[src/design/rfg_pkg.sv]
// ----------------------------------------------------------------------------
// Remote encoder frame generator package
// Shared types, register codes and reset values for the frame generator.
// ----------------------------------------------------------------------------
package rfg_pkg;

  // Frame layout
  localparam int unsigned AddrWidth  = 4;
  localparam int unsigned DataWidth  = 8;
  localparam int unsigned FrameBits  = AddrWidth + DataWidth;
  localparam int unsigned BitIdxWidth = $clog2(FrameBits);
  localparam int unsigned LenWidth   = 16;
  localparam int unsigned RepWidth   = 4;

  // Segment timer width default
  localparam int unsigned TimerWidthDefault = 16;

  // Configuration port
  localparam int unsigned CfgIdxWidth  = 3;
  localparam int unsigned CfgDataWidth = LenWidth;

  typedef enum logic [CfgIdxWidth-1:0] {
    REG_STATION_ADDRESS = 3'd0,
    REG_NARROW_TICKS    = 3'd1,
    REG_WIDE_TICKS      = 3'd2,
    REG_SYNC_LOW_TICKS  = 3'd3,
    REG_REPEAT_COUNT    = 3'd4
  } reg_idx_e;

  // Register reset values
  localparam logic [AddrWidth-1:0] StationAddressReset = 4'd0;
  localparam logic [LenWidth-1:0]  NarrowTicksReset    = 16'd520;
  localparam logic [LenWidth-1:0]  WideTicksReset      = 16'd1560;
  localparam logic [LenWidth-1:0]  SyncLowTicksReset   = 16'd17000;
  localparam logic [RepWidth-1:0]  RepeatCountReset    = 4'd4;

  // Transaction queue depth between front and back
  localparam int unsigned QueueDepth = 2;

  typedef struct packed {
    logic [AddrWidth-1:0] station_address;
    logic [LenWidth-1:0]  narrow_ticks;
    logic [LenWidth-1:0]  wide_ticks;
    logic [LenWidth-1:0]  sync_low_ticks;
    logic [RepWidth-1:0]  repeat_count;
  } cfg_t;

  typedef enum logic {
    OP_TICK = 1'b0,
    OP_LOAD = 1'b1
  } op_e;

  typedef struct packed {
    op_e                  op;
    logic [FrameBits-1:0] word;
  } qentry_t;

endpackage

[src/design/rfg_front.sv]
// ----------------------------------------------------------------------------
// Remote encoder frame generator front end
// Accepts input transactions, classifies them and builds the frame word.
// ----------------------------------------------------------------------------
module rfg_front (
  input  logic                     in_valid_i,
  output logic                     in_stall_o,
  input  logic                     command_i,
  input  logic [rfg_pkg::DataWidth-1:0] data_byte_i,
  input  logic [rfg_pkg::AddrWidth-1:0] station_address_i,
  output logic                     push_o,
  output rfg_pkg::qentry_t         push_entry_o,
  input  logic                     queue_full_i
);
  import rfg_pkg::*;

  // Hold the input side while the queue has no room
  assign in_stall_o = queue_full_i;
  assign push_o     = in_valid_i && !queue_full_i;

  // Decode the command and assemble the word, address in the low nibble
  always_comb begin
    push_entry_o.word = {data_byte_i, station_address_i};
    unique case (command_i)
      1'b1:    push_entry_o.op = OP_LOAD;
      default: push_entry_o.op = OP_TICK;
    endcase
  end

endmodule

[src/design/rfg_queue.sv]
// ----------------------------------------------------------------------------
// Remote encoder frame generator queue
// Short register queue that decouples the front end from the back end.
// ----------------------------------------------------------------------------
module rfg_queue (
  input  logic             clk_i,
  input  logic             rst_ni,
  input  logic             push_i,
  input  rfg_pkg::qentry_t push_entry_i,
  output logic             full_o,
  input  logic             pop_i,
  output logic             pop_valid_o,
  output rfg_pkg::qentry_t pop_entry_o
);
  import rfg_pkg::*;

  localparam int unsigned PtrWidth = (QueueDepth > 1) ? $clog2(QueueDepth) : 1;
  localparam int unsigned CntWidth = $clog2(QueueDepth + 1);

  qentry_t               mem_q [QueueDepth];
  logic [PtrWidth-1:0]   wr_ptr_q, wr_ptr_d;
  logic [PtrWidth-1:0]   rd_ptr_q, rd_ptr_d;
  logic [CntWidth-1:0]   count_q, count_d;

  assign full_o      = (count_q == CntWidth'(QueueDepth));
  assign pop_valid_o = (count_q != '0);
  assign pop_entry_o = mem_q[rd_ptr_q];

  // Advance pointers and count
  always_comb begin
    wr_ptr_d = wr_ptr_q;
    rd_ptr_d = rd_ptr_q;
    count_d  = count_q;
    if (push_i) begin
      wr_ptr_d = (wr_ptr_q == PtrWidth'(QueueDepth - 1)) ? '0 : wr_ptr_q + 1'b1;
    end
    if (pop_i) begin
      rd_ptr_d = (rd_ptr_q == PtrWidth'(QueueDepth - 1)) ? '0 : rd_ptr_q + 1'b1;
    end
    if (push_i && !pop_i) begin
      count_d = count_q + 1'b1;
    end else if (pop_i && !push_i) begin
      count_d = count_q - 1'b1;
    end
  end

  always_ff @(posedge clk_i or negedge rst_ni) begin
    if (!rst_ni) begin
      wr_ptr_q <= '0;
      rd_ptr_q <= '0;
      count_q  <= '0;
    end else begin
      wr_ptr_q <= wr_ptr_d;
      rd_ptr_q <= rd_ptr_d;
      count_q  <= count_d;
    end
  end

  // Store the entry
  always_ff @(posedge clk_i) begin
    if (push_i) begin
      mem_q[wr_ptr_q] <= push_entry_i;
    end
  end

endmodule

[src/design/rfg_back.sv]
// ----------------------------------------------------------------------------
// Remote encoder frame generator back end
// Runs the frame waveform sequencer and holds the result register.
// ----------------------------------------------------------------------------
module rfg_back #(
  parameter int unsigned TIMER_WIDTH = rfg_pkg::TimerWidthDefault
) (
  input  logic             clk_i,
  input  logic             rst_ni,
  input  rfg_pkg::cfg_t    cfg_i,
  input  logic             pop_valid_i,
  input  rfg_pkg::qentry_t pop_entry_i,
  output logic             pop_o,
  output logic             out_valid_o,
  input  logic             out_stall_i,
  output logic             line_level_o,
  output logic             busy_res_o,
  output logic             load_refused_o
);
  import rfg_pkg::*;

  typedef enum logic [6:0] {
    PH_IDLE       = 7'b0000001,
    PH_MARK0      = 7'b0000010,
    PH_SPACE0     = 7'b0000100,
    PH_MARK1      = 7'b0001000,
    PH_SPACE1     = 7'b0010000,
    PH_SYNC_MARK  = 7'b0100000,
    PH_SYNC_SPACE = 7'b1000000
  } phase_e;

  localparam logic [BitIdxWidth-1:0] LastBit = BitIdxWidth'(FrameBits - 1);

  phase_e                   phase_q, phase_d;
  logic [FrameBits-1:0]     word_q, word_d;
  logic [BitIdxWidth-1:0]   bit_idx_q, bit_idx_d;
  logic [RepWidth-1:0]      repeats_q, repeats_d;
  logic [TIMER_WIDTH-1:0]   timer_q, timer_d;
  logic                     out_valid_q, out_valid_d;
  logic                     level_q, level_d;
  logic                     busy_q, busy_d;
  logic                     refused_q, refused_d;

  logic                     fire;
  logic                     sending;
  logic                     cur_bit;
  logic [LenWidth-1:0]      seg_len;
  logic [LenWidth-1:0]      seg_len_eff;
  logic                     seg_level;
  logic [TIMER_WIDTH-1:0]   timer_inc;
  logic                     seg_done;

  // Take one transaction whenever the result register can accept it
  assign fire    = pop_valid_i && (!out_valid_q || !out_stall_i);
  assign pop_o   = fire;
  assign sending = (phase_q != PH_IDLE);
  assign cur_bit = word_q[bit_idx_q];

  // Select level and length of the current segment
  always_comb begin
    unique case (phase_q)
      PH_MARK0, PH_MARK1: begin
        seg_level = 1'b1;
        seg_len   = cur_bit ? cfg_i.wide_ticks : cfg_i.narrow_ticks;
      end
      PH_SPACE0, PH_SPACE1: begin
        seg_level = 1'b0;
        seg_len   = cur_bit ? cfg_i.narrow_ticks : cfg_i.wide_ticks;
      end
      PH_SYNC_MARK: begin
        seg_level = 1'b1;
        seg_len   = cfg_i.narrow_ticks;
      end
      PH_SYNC_SPACE: begin
        seg_level = 1'b0;
        seg_len   = cfg_i.sync_low_ticks;
      end
      default: begin
        seg_level = 1'b0;
        seg_len   = cfg_i.narrow_ticks;
      end
    endcase
  end

  // A zero length counts as one tick
  assign seg_len_eff = (seg_len == '0) ? LenWidth'(1) : seg_len;
  assign timer_inc   = timer_q + 1'b1;
  assign seg_done    = (timer_inc >= TIMER_WIDTH'(seg_len_eff));

  // Sequencer and result
  always_comb begin
    phase_d     = phase_q;
    word_d      = word_q;
    bit_idx_d   = bit_idx_q;
    repeats_d   = repeats_q;
    timer_d     = timer_q;
    out_valid_d = out_valid_q;
    level_d     = level_q;
    busy_d      = busy_q;
    refused_d   = refused_q;

    if (out_valid_q && !out_stall_i) begin
      out_valid_d = 1'b0;
    end

    if (fire) begin
      out_valid_d = 1'b1;
      level_d     = 1'b0;
      busy_d      = 1'b0;
      refused_d   = 1'b0;
      unique case (pop_entry_i.op)
        OP_LOAD: begin
          busy_d = 1'b1;
          if (sending) begin
            // Drop the load, frame goes on
            refused_d = 1'b1;
          end else begin
            word_d    = pop_entry_i.word;
            repeats_d = (cfg_i.repeat_count == '0) ? RepWidth'(1) : cfg_i.repeat_count;
            bit_idx_d = '0;
            timer_d   = '0;
            phase_d   = PH_MARK0;
          end
        end
        default: begin
          if (sending) begin
            busy_d  = 1'b1;
            level_d = seg_level;
            timer_d = timer_inc;
            if (seg_done) begin
              timer_d = '0;
              unique case (phase_q)
                PH_MARK0:     phase_d = PH_SPACE0;
                PH_SPACE0:    phase_d = PH_MARK1;
                PH_MARK1:     phase_d = PH_SPACE1;
                PH_SPACE1: begin
                  if (bit_idx_q >= LastBit) begin
                    phase_d = PH_SYNC_MARK;
                  end else begin
                    bit_idx_d = bit_idx_q + 1'b1;
                    phase_d   = PH_MARK0;
                  end
                end
                PH_SYNC_MARK: phase_d = PH_SYNC_SPACE;
                default: begin
                  // End of frame: repeat or go idle
                  bit_idx_d = '0;
                  if (repeats_q <= RepWidth'(1)) begin
                    repeats_d = '0;
                    phase_d   = PH_IDLE;
                  end else begin
                    repeats_d = repeats_q - 1'b1;
                    phase_d   = PH_MARK0;
                  end
                end
              endcase
            end
          end
        end
      endcase
    end
  end

  always_ff @(posedge clk_i or negedge rst_ni) begin
    if (!rst_ni) begin
      phase_q     <= PH_IDLE;
      word_q      <= '0;
      bit_idx_q   <= '0;
      repeats_q   <= '0;
      timer_q     <= '0;
      out_valid_q <= 1'b0;
    end else begin
      phase_q     <= phase_d;
      word_q      <= word_d;
      bit_idx_q   <= bit_idx_d;
      repeats_q   <= repeats_d;
      timer_q     <= timer_d;
      out_valid_q <= out_valid_d;
    end
  end

  // Result payload
  always_ff @(posedge clk_i) begin
    level_q   <= level_d;
    busy_q    <= busy_d;
    refused_q <= refused_d;
  end

  assign out_valid_o    = out_valid_q;
  assign line_level_o   = level_q;
  assign busy_res_o     = busy_q;
  assign load_refused_o = refused_q;

endmodule

[src/design/remote_encoder_frame_generator.sv]
// ----------------------------------------------------------------------------
// Remote encoder frame generator
// Pulse-width coded 12-bit remote-control frame on one output line.
// ----------------------------------------------------------------------------
// Each input transaction is either a time tick or a load of a data byte, and
// each gives exactly one result transaction. The block takes one transaction
// per clock while the queue has room: the front end decodes it into a two-entry
// queue, and the back-end sequencer retires one queue entry per cycle into the
// result register while the output does not stall, so a result passes through
// the queue and then the result register. An output stall holds the result
// register while the queue fills; the input side stalls whenever the queue is
// full, including the cycle in which the queue pops after the output stall ends.
// Configuration is to be written by the user with cfg_we_i only while no
// transaction is in flight; the block itself does not enforce it.
// ----------------------------------------------------------------------------
module remote_encoder_frame_generator #(
  parameter int unsigned TIMER_WIDTH = rfg_pkg::TimerWidthDefault
) (
  input  logic                             clk_i,
  input  logic                             rst_ni,
  input  logic                             cfg_we_i,
  input  logic [rfg_pkg::CfgIdxWidth-1:0]  cfg_index_i,
  input  logic [rfg_pkg::CfgDataWidth-1:0] cfg_data_i,
  input  logic                             in_valid_i,
  output logic                             in_stall_o,
  input  logic                             command_i,
  input  logic [rfg_pkg::DataWidth-1:0]    data_byte_i,
  output logic                             out_valid_o,
  input  logic                             out_stall_i,
  output logic                             line_level_o,
  output logic                             busy_res_o,
  output logic                             load_refused_o
);
  import rfg_pkg::*;

  cfg_t    cfg_q, cfg_d;
  logic    push;
  qentry_t push_entry;
  logic    queue_full;
  logic    pop;
  logic    pop_valid;
  qentry_t pop_entry;

  // Register file writes
  always_comb begin
    cfg_d = cfg_q;
    if (cfg_we_i) begin
      unique case (cfg_index_i)
        REG_STATION_ADDRESS: cfg_d.station_address = cfg_data_i[AddrWidth-1:0];
        REG_NARROW_TICKS:    cfg_d.narrow_ticks    = cfg_data_i[LenWidth-1:0];
        REG_WIDE_TICKS:      cfg_d.wide_ticks      = cfg_data_i[LenWidth-1:0];
        REG_SYNC_LOW_TICKS:  cfg_d.sync_low_ticks  = cfg_data_i[LenWidth-1:0];
        REG_REPEAT_COUNT:    cfg_d.repeat_count    = cfg_data_i[RepWidth-1:0];
        default:             cfg_d = cfg_q;
      endcase
    end
  end

  always_ff @(posedge clk_i or negedge rst_ni) begin
    if (!rst_ni) begin
      cfg_q.station_address <= StationAddressReset;
      cfg_q.narrow_ticks    <= NarrowTicksReset;
      cfg_q.wide_ticks      <= WideTicksReset;
      cfg_q.sync_low_ticks  <= SyncLowTicksReset;
      cfg_q.repeat_count    <= RepeatCountReset;
    end else begin
      cfg_q <= cfg_d;
    end
  end

  rfg_front u_front (
    .in_valid_i        (in_valid_i),
    .in_stall_o        (in_stall_o),
    .command_i         (command_i),
    .data_byte_i       (data_byte_i),
    .station_address_i (cfg_q.station_address),
    .push_o            (push),
    .push_entry_o      (push_entry),
    .queue_full_i      (queue_full)
  );

  rfg_queue u_queue (
    .clk_i        (clk_i),
    .rst_ni       (rst_ni),
    .push_i       (push),
    .push_entry_i (push_entry),
    .full_o       (queue_full),
    .pop_i        (pop),
    .pop_valid_o  (pop_valid),
    .pop_entry_o  (pop_entry)
  );

  rfg_back #(
    .TIMER_WIDTH (TIMER_WIDTH)
  ) u_back (
    .clk_i          (clk_i),
    .rst_ni         (rst_ni),
    .cfg_i          (cfg_q),
    .pop_valid_i    (pop_valid),
    .pop_entry_i    (pop_entry),
    .pop_o          (pop),
    .out_valid_o    (out_valid_o),
    .out_stall_i    (out_stall_i),
    .line_level_o   (line_level_o),
    .busy_res_o     (busy_res_o),
    .load_refused_o (load_refused_o)
  );

endmodule

[config.mk]
export PLATFORM = sky130hd
export DESIGN_NAME = remote_encoder_frame_generator
export DESIGN_NICKNAME = d
export VERILOG_FILES = /design/src/design/rfg_pkg.sv /design/src/design/rfg_front.sv /design/src/design/rfg_queue.sv /design/src/design/rfg_back.sv /design/src/design/remote_encoder_frame_generator.sv
export SDC_FILE = /design/constraint.sdc
export NUM_CORES = 1
export LEC_CHECK = 0
export ABC_AREA = 1
export BUFFER_PORTS_ARGS = -buffer_cell sky130_fd_sc_hd__buf_2
export CELL_PAD_IN_SITES_DETAIL_PLACEMENT = 1
export CELL_PAD_IN_SITES_GLOBAL_PLACEMENT = 1
export CORE_UTILIZATION = 29
export DETAILED_ROUTE_END_ITERATION = 8
export HOLD_SLACK_MARGIN = 0.12
export PLACE_DENSITY_LB_ADDON = 0.05
export SYNTH_ARGS = -nofsm -noshare
export SYNTH_HDL_FRONTEND = slang
export SYNTH_SLANG_ARGS = --single-unit
[constraint.sdc]
create_clock -name clk_i -period 3 [get_ports clk_i]
set_input_delay 0.45 -clock clk_i [delete_from_list [all_inputs] [get_ports clk_i]]
set_output_delay 0.45 -clock clk_i [all_outputs]
set_load 0.03 [all_outputs]
==> results.py <==
metrics = {
    "global_route": {
        "gr-usage-met2_pct": 26.3,
        "maximum_number_of_pins_on_one_net_before_global_route_repair": 59,
        "top_usage_layer": "met2",
        "global_route_wire_length_before_repair_um": 30800,
        "antenna_found_initial": 0,
        "grt_util_met1_pct": 23.0,
        "via_count_of_the_first_global_routing_pass": 5866,
        "grt_util_met3_pct": 3.29,
        "globalRouteTotalUtil_pct": 16.5,
        "global_route.overflow_total": 0,
    },
    "worst_setup_path": {
        "crit_type": "reg -> reg",
        "critical_path.slowest_cell": "sky130_fd_sc_hd__dfrtp_1",
        "critical_path.max_fanout": 6,
        "critPathLaunch": "u_back.phase_q[1]",
        "timing.critical_path.buf_inv": 4,
        "worst-endpoint-arrival_ns": 3.67,
        "rr_worst_depth": 28,
        "crit_family": "simple AND/OR/NAND/NOR gates",
        "slowest_delay_ns": 0.42,
        "critical_path_depth": 28,
        "crit_path_start_kind": "flop",
        "endpoint_kind": "flop",
        "rr_startpoint": "u_back.phase_q[1]",
        "crit_required_ns": 3.33,
    },
    "power_and_ir_drop": {
        "p_int_mw": 5.76,
        "power_per_cell_area_nw_per_um2": 1120,
        "combinationalPowerShare_pct": 52.8,
        "ir_drop_mv": 0.470,
        "p_switching_mw": 4.34,
        "static_leakage_nw": 4.33,
        "power_frac_seq_pct": 26.7,
        "power_switching_share_pct": 43.0,
        "clockPowerShare_pct": 20.5,
    },
    "sta": {
        "skew_ns": 0.0167,
        "fmax_mhz": 300,
        "grt_setup_unrepaired": "yes",
        "worst_margin_pin_slew_ns": 1.00,
        "finalMaxSlewViolations": 0,
        "final_min_period_over_clock_period_pct": 111,
        "final-hold-violation-count": 0,
        "fin_crit_ns": 3.34,
        "final_critical_path_setup_slack_ns": -0.336,
        "final_setup_violation_count": 31,
        "max_slew_margin_pct": 33.0,
    },
    "placed_design": {
        "routabilityCongestion": 0.818,
        "post-place-ws_ns": -0.605,
        "placed_cells": 1196,
        "post-dp-hpwl_um": 13400,
        "port_buffers": 37,
    },
    "routing": {
        "dr.first_iter.drc_count": 223,
        "via_count": 5637,
        "drt-vias-per-instance": 4.52,
        "drt_pre_antenna_iters": 4,
        "avg_wl_per_cell_um": 15.2,
        "wirelength_um": 19000,
        "drc_errors": 0,
        "antenna_viol_nets_final": 0,
    },
    "logic_synthesis": {
        "synthesis.area_per_instance_um2": 8.56,
        "edff_count_synth": 29,
        "number_of_distinct_library_cells_after_synthesis": 36,
        "post_synth_instance_area_um2": 6790,
        "seq_area_frac_synth_pct": 51.4,
        "mappedNetlistNets": 851,
        "synthFlopType": "sky130_fd_sc_hd__dfrtp_1",
        "ys_seq_elements": 133,
        "async_flop_share_pct": 78.2,
        "synth_warn": 0,
        "netlist_instances": 793,
    },
    "clock_tree": {
        "clock_tree_from_tritoncts": "built",
        "worst_skew_pair.late_latency_ns": 0.43,
        "clock-root-buffer": "sky130_fd_sc_hd__clkbuf_16",
        "clock_sink_count": 133,
        "cts_inserted_buffers": 17,
        "path_clk_slew_ns": 0.07,
        "ctsLongestPathBuffers": 2,
        "htree_levels": 4,
    },
    "status": {
        "run_status": "finished with violations",
        "violations": "negative setup slack",
    },
    "die": {
        "initial_core_util_pct": 29.8,
        "fp.dieW_um": 155,
        "die-area_um2": 24000,
        "design.portCount": 38,
        "number_of_cell_rows": 55,
        "floorplan.die.height_um": 155,
        "core-area_um2": 22800,
    },
    "cells_and_area": {
        "nNetsFinal": 978,
        "diodes": 0,
        "final_common_cell": "sky130_fd_sc_hd__nand2_1",
        "area_growth_syn_to_layout_pct": 33.3,
        "instances_no_fill": 1246,
        "most-common-layout-cells": "153 x sky130_fd_sc_hd__nand2_1, 105 x sky130_fd_sc_hd__inv_1, 88 x sky130_fd_sc_hd__dfrtp_1, 85 x sky130_fd_sc_hd__o21ai_0, 82 x sky130_fd_sc_hd__buf_4",
        "share_of_cells_above_drive_strength_1_pct": 31.2,
        "fill_cells": 2645,
    },
    "worst_hold_path": {
        "worst_hold_path_type": "in -> reg",
        "hold_depth": 1,
        "holdCritStartpoint": "data_byte_i[1]",
    },
    "job": {
        "max-cap-violations": 0,
    },
}
cell type report:
class	instances	area [um^2]	share of cell area [%]
Clock buffer	17	425	4.70
Clock inverter	15	154	1.70
Inverter	118	458	5.06
Multi-Input combinational cell	519	3130	34.6
Sequential cell	133	3490	38.6
Tap cell	313	392	4.33
Timing Repair Buffer	131	996	11.0
flip-flops by register name, summed over array words and instances (netlist names):
register,cells
u_back.repeats_q,4
u_back.out_valid_o,1
u_back.line_level_o,1
u_queue.rd_ptr_q,1
u_back.timer_q,16
u_back.phase_q,7
u_back.word_q,12
u_queue.mem_q,26
cfg_q,56
u_queue.count_q,2
u_queue.wr_ptr_q,1
u_back.busy_res_o,1
u_back.load_refused_o,1
u_back.bit_idx_q,4
kinds of logic (layout without fill, tap and decap cells):
logic type / Yosys count / count (layout) / synth area share (%)
simple gates: 315 / 316 / 20.3
compound gates: 158 / 158 / 12.8
buf+inv: 142 / 281 / 8.33
flops: 133 / 133 / 51.4
fa+ha+maj: 25 / 25 / 4.61
xor+xnor: 20 / 20 / 2.58
worst register-to-register path: cells and delay by family, from the launching register on:
kind	cells	cell delay (ns)
AOI/OAI and AO/OA	4	0.29
adders and majority gates	1	0.17
and+or+nand+nor	19	1.94
DFF	1	0.42
buffers and inverters	4	0.40
timing repair:
action	CTS	global route
gates resized for setup	58	81
pin swaps	12	7
hold buffers	1	0
setup endpoints to repair	31	31
setup buffers	3	13
endpoints found under the hold margin	12	0
cloned	0	1
stage by stage:
| stage | power (mW) | hold WS [ns] | TNS [ns] | area [um^2] | util [%] |
|---|---|---|---|---|---|
| CTS | 9.52 | 0.181 | -8.85 | 8620 | 37.9 |
| detailed placement | 7.10 | 0.359 | -14.96 | 7900 | 34.7 |
| floorplan | 5.12 | 0.154 | 0 | 6790 | - |
| finish | 10.1 | 0.200 | -8.86 | 9050 | 39.7 |
| global route | 10.9 | 0.179 | -17.77 | 9050 | 39.7 |
| global placement | 6.98 | 0.354 | -14.37 | 7900 | 34.7 |
per-layer routing:
layer	part of all wire, %	vias to the layer above	wire length (um)
li1	-	2820	-
met1	50	2737	9500
met2	46	70	8810
met3	2.7	10	516
met4	0.72	0	137
met5	0	-	0
synth_stat cells (all sizes together) (8+ instances only):
cell type  instances  area, um^2
clkbuf            19        71.3
o21ai            107         536
ha                25         313
nor3               8        56.3
o211ai             9        67.6
a21oi             20         100
inv              117         447
nand2            191         739
edfxtp            29         871
dfstp             13         342
xor2              17         149
nor2              57         254
nand3             51         280
dfrtp             91        2280
a21boi            13        97.6
final timing paths:
path                                  endpoint  slack, ns
max                          u_back.phase_q[2]      -0.34
min                        u_queue.mem_q[1][5]       0.20
max reg2reg                  u_back.phase_q[2]      -0.34
min reg2reg                u_queue.mem_q[0][1]       0.48
max in group asynchronous            cfg_q[29]       1.78
min in group asynchronous   u_queue.count_q[0]       0.45
power groups by stage:
stage               Clock [mW]  Combinational (mW)  Sequential (mW)
floorplan                    0                2.46             2.66
global placement             0                4.27             2.71
detailed placement           0                4.38             2.72
CTS                       2.15                4.68             2.69
global route              2.22                5.96             2.76
finish                    2.07                5.33             2.70
Power figures use the tool's default switching activity.
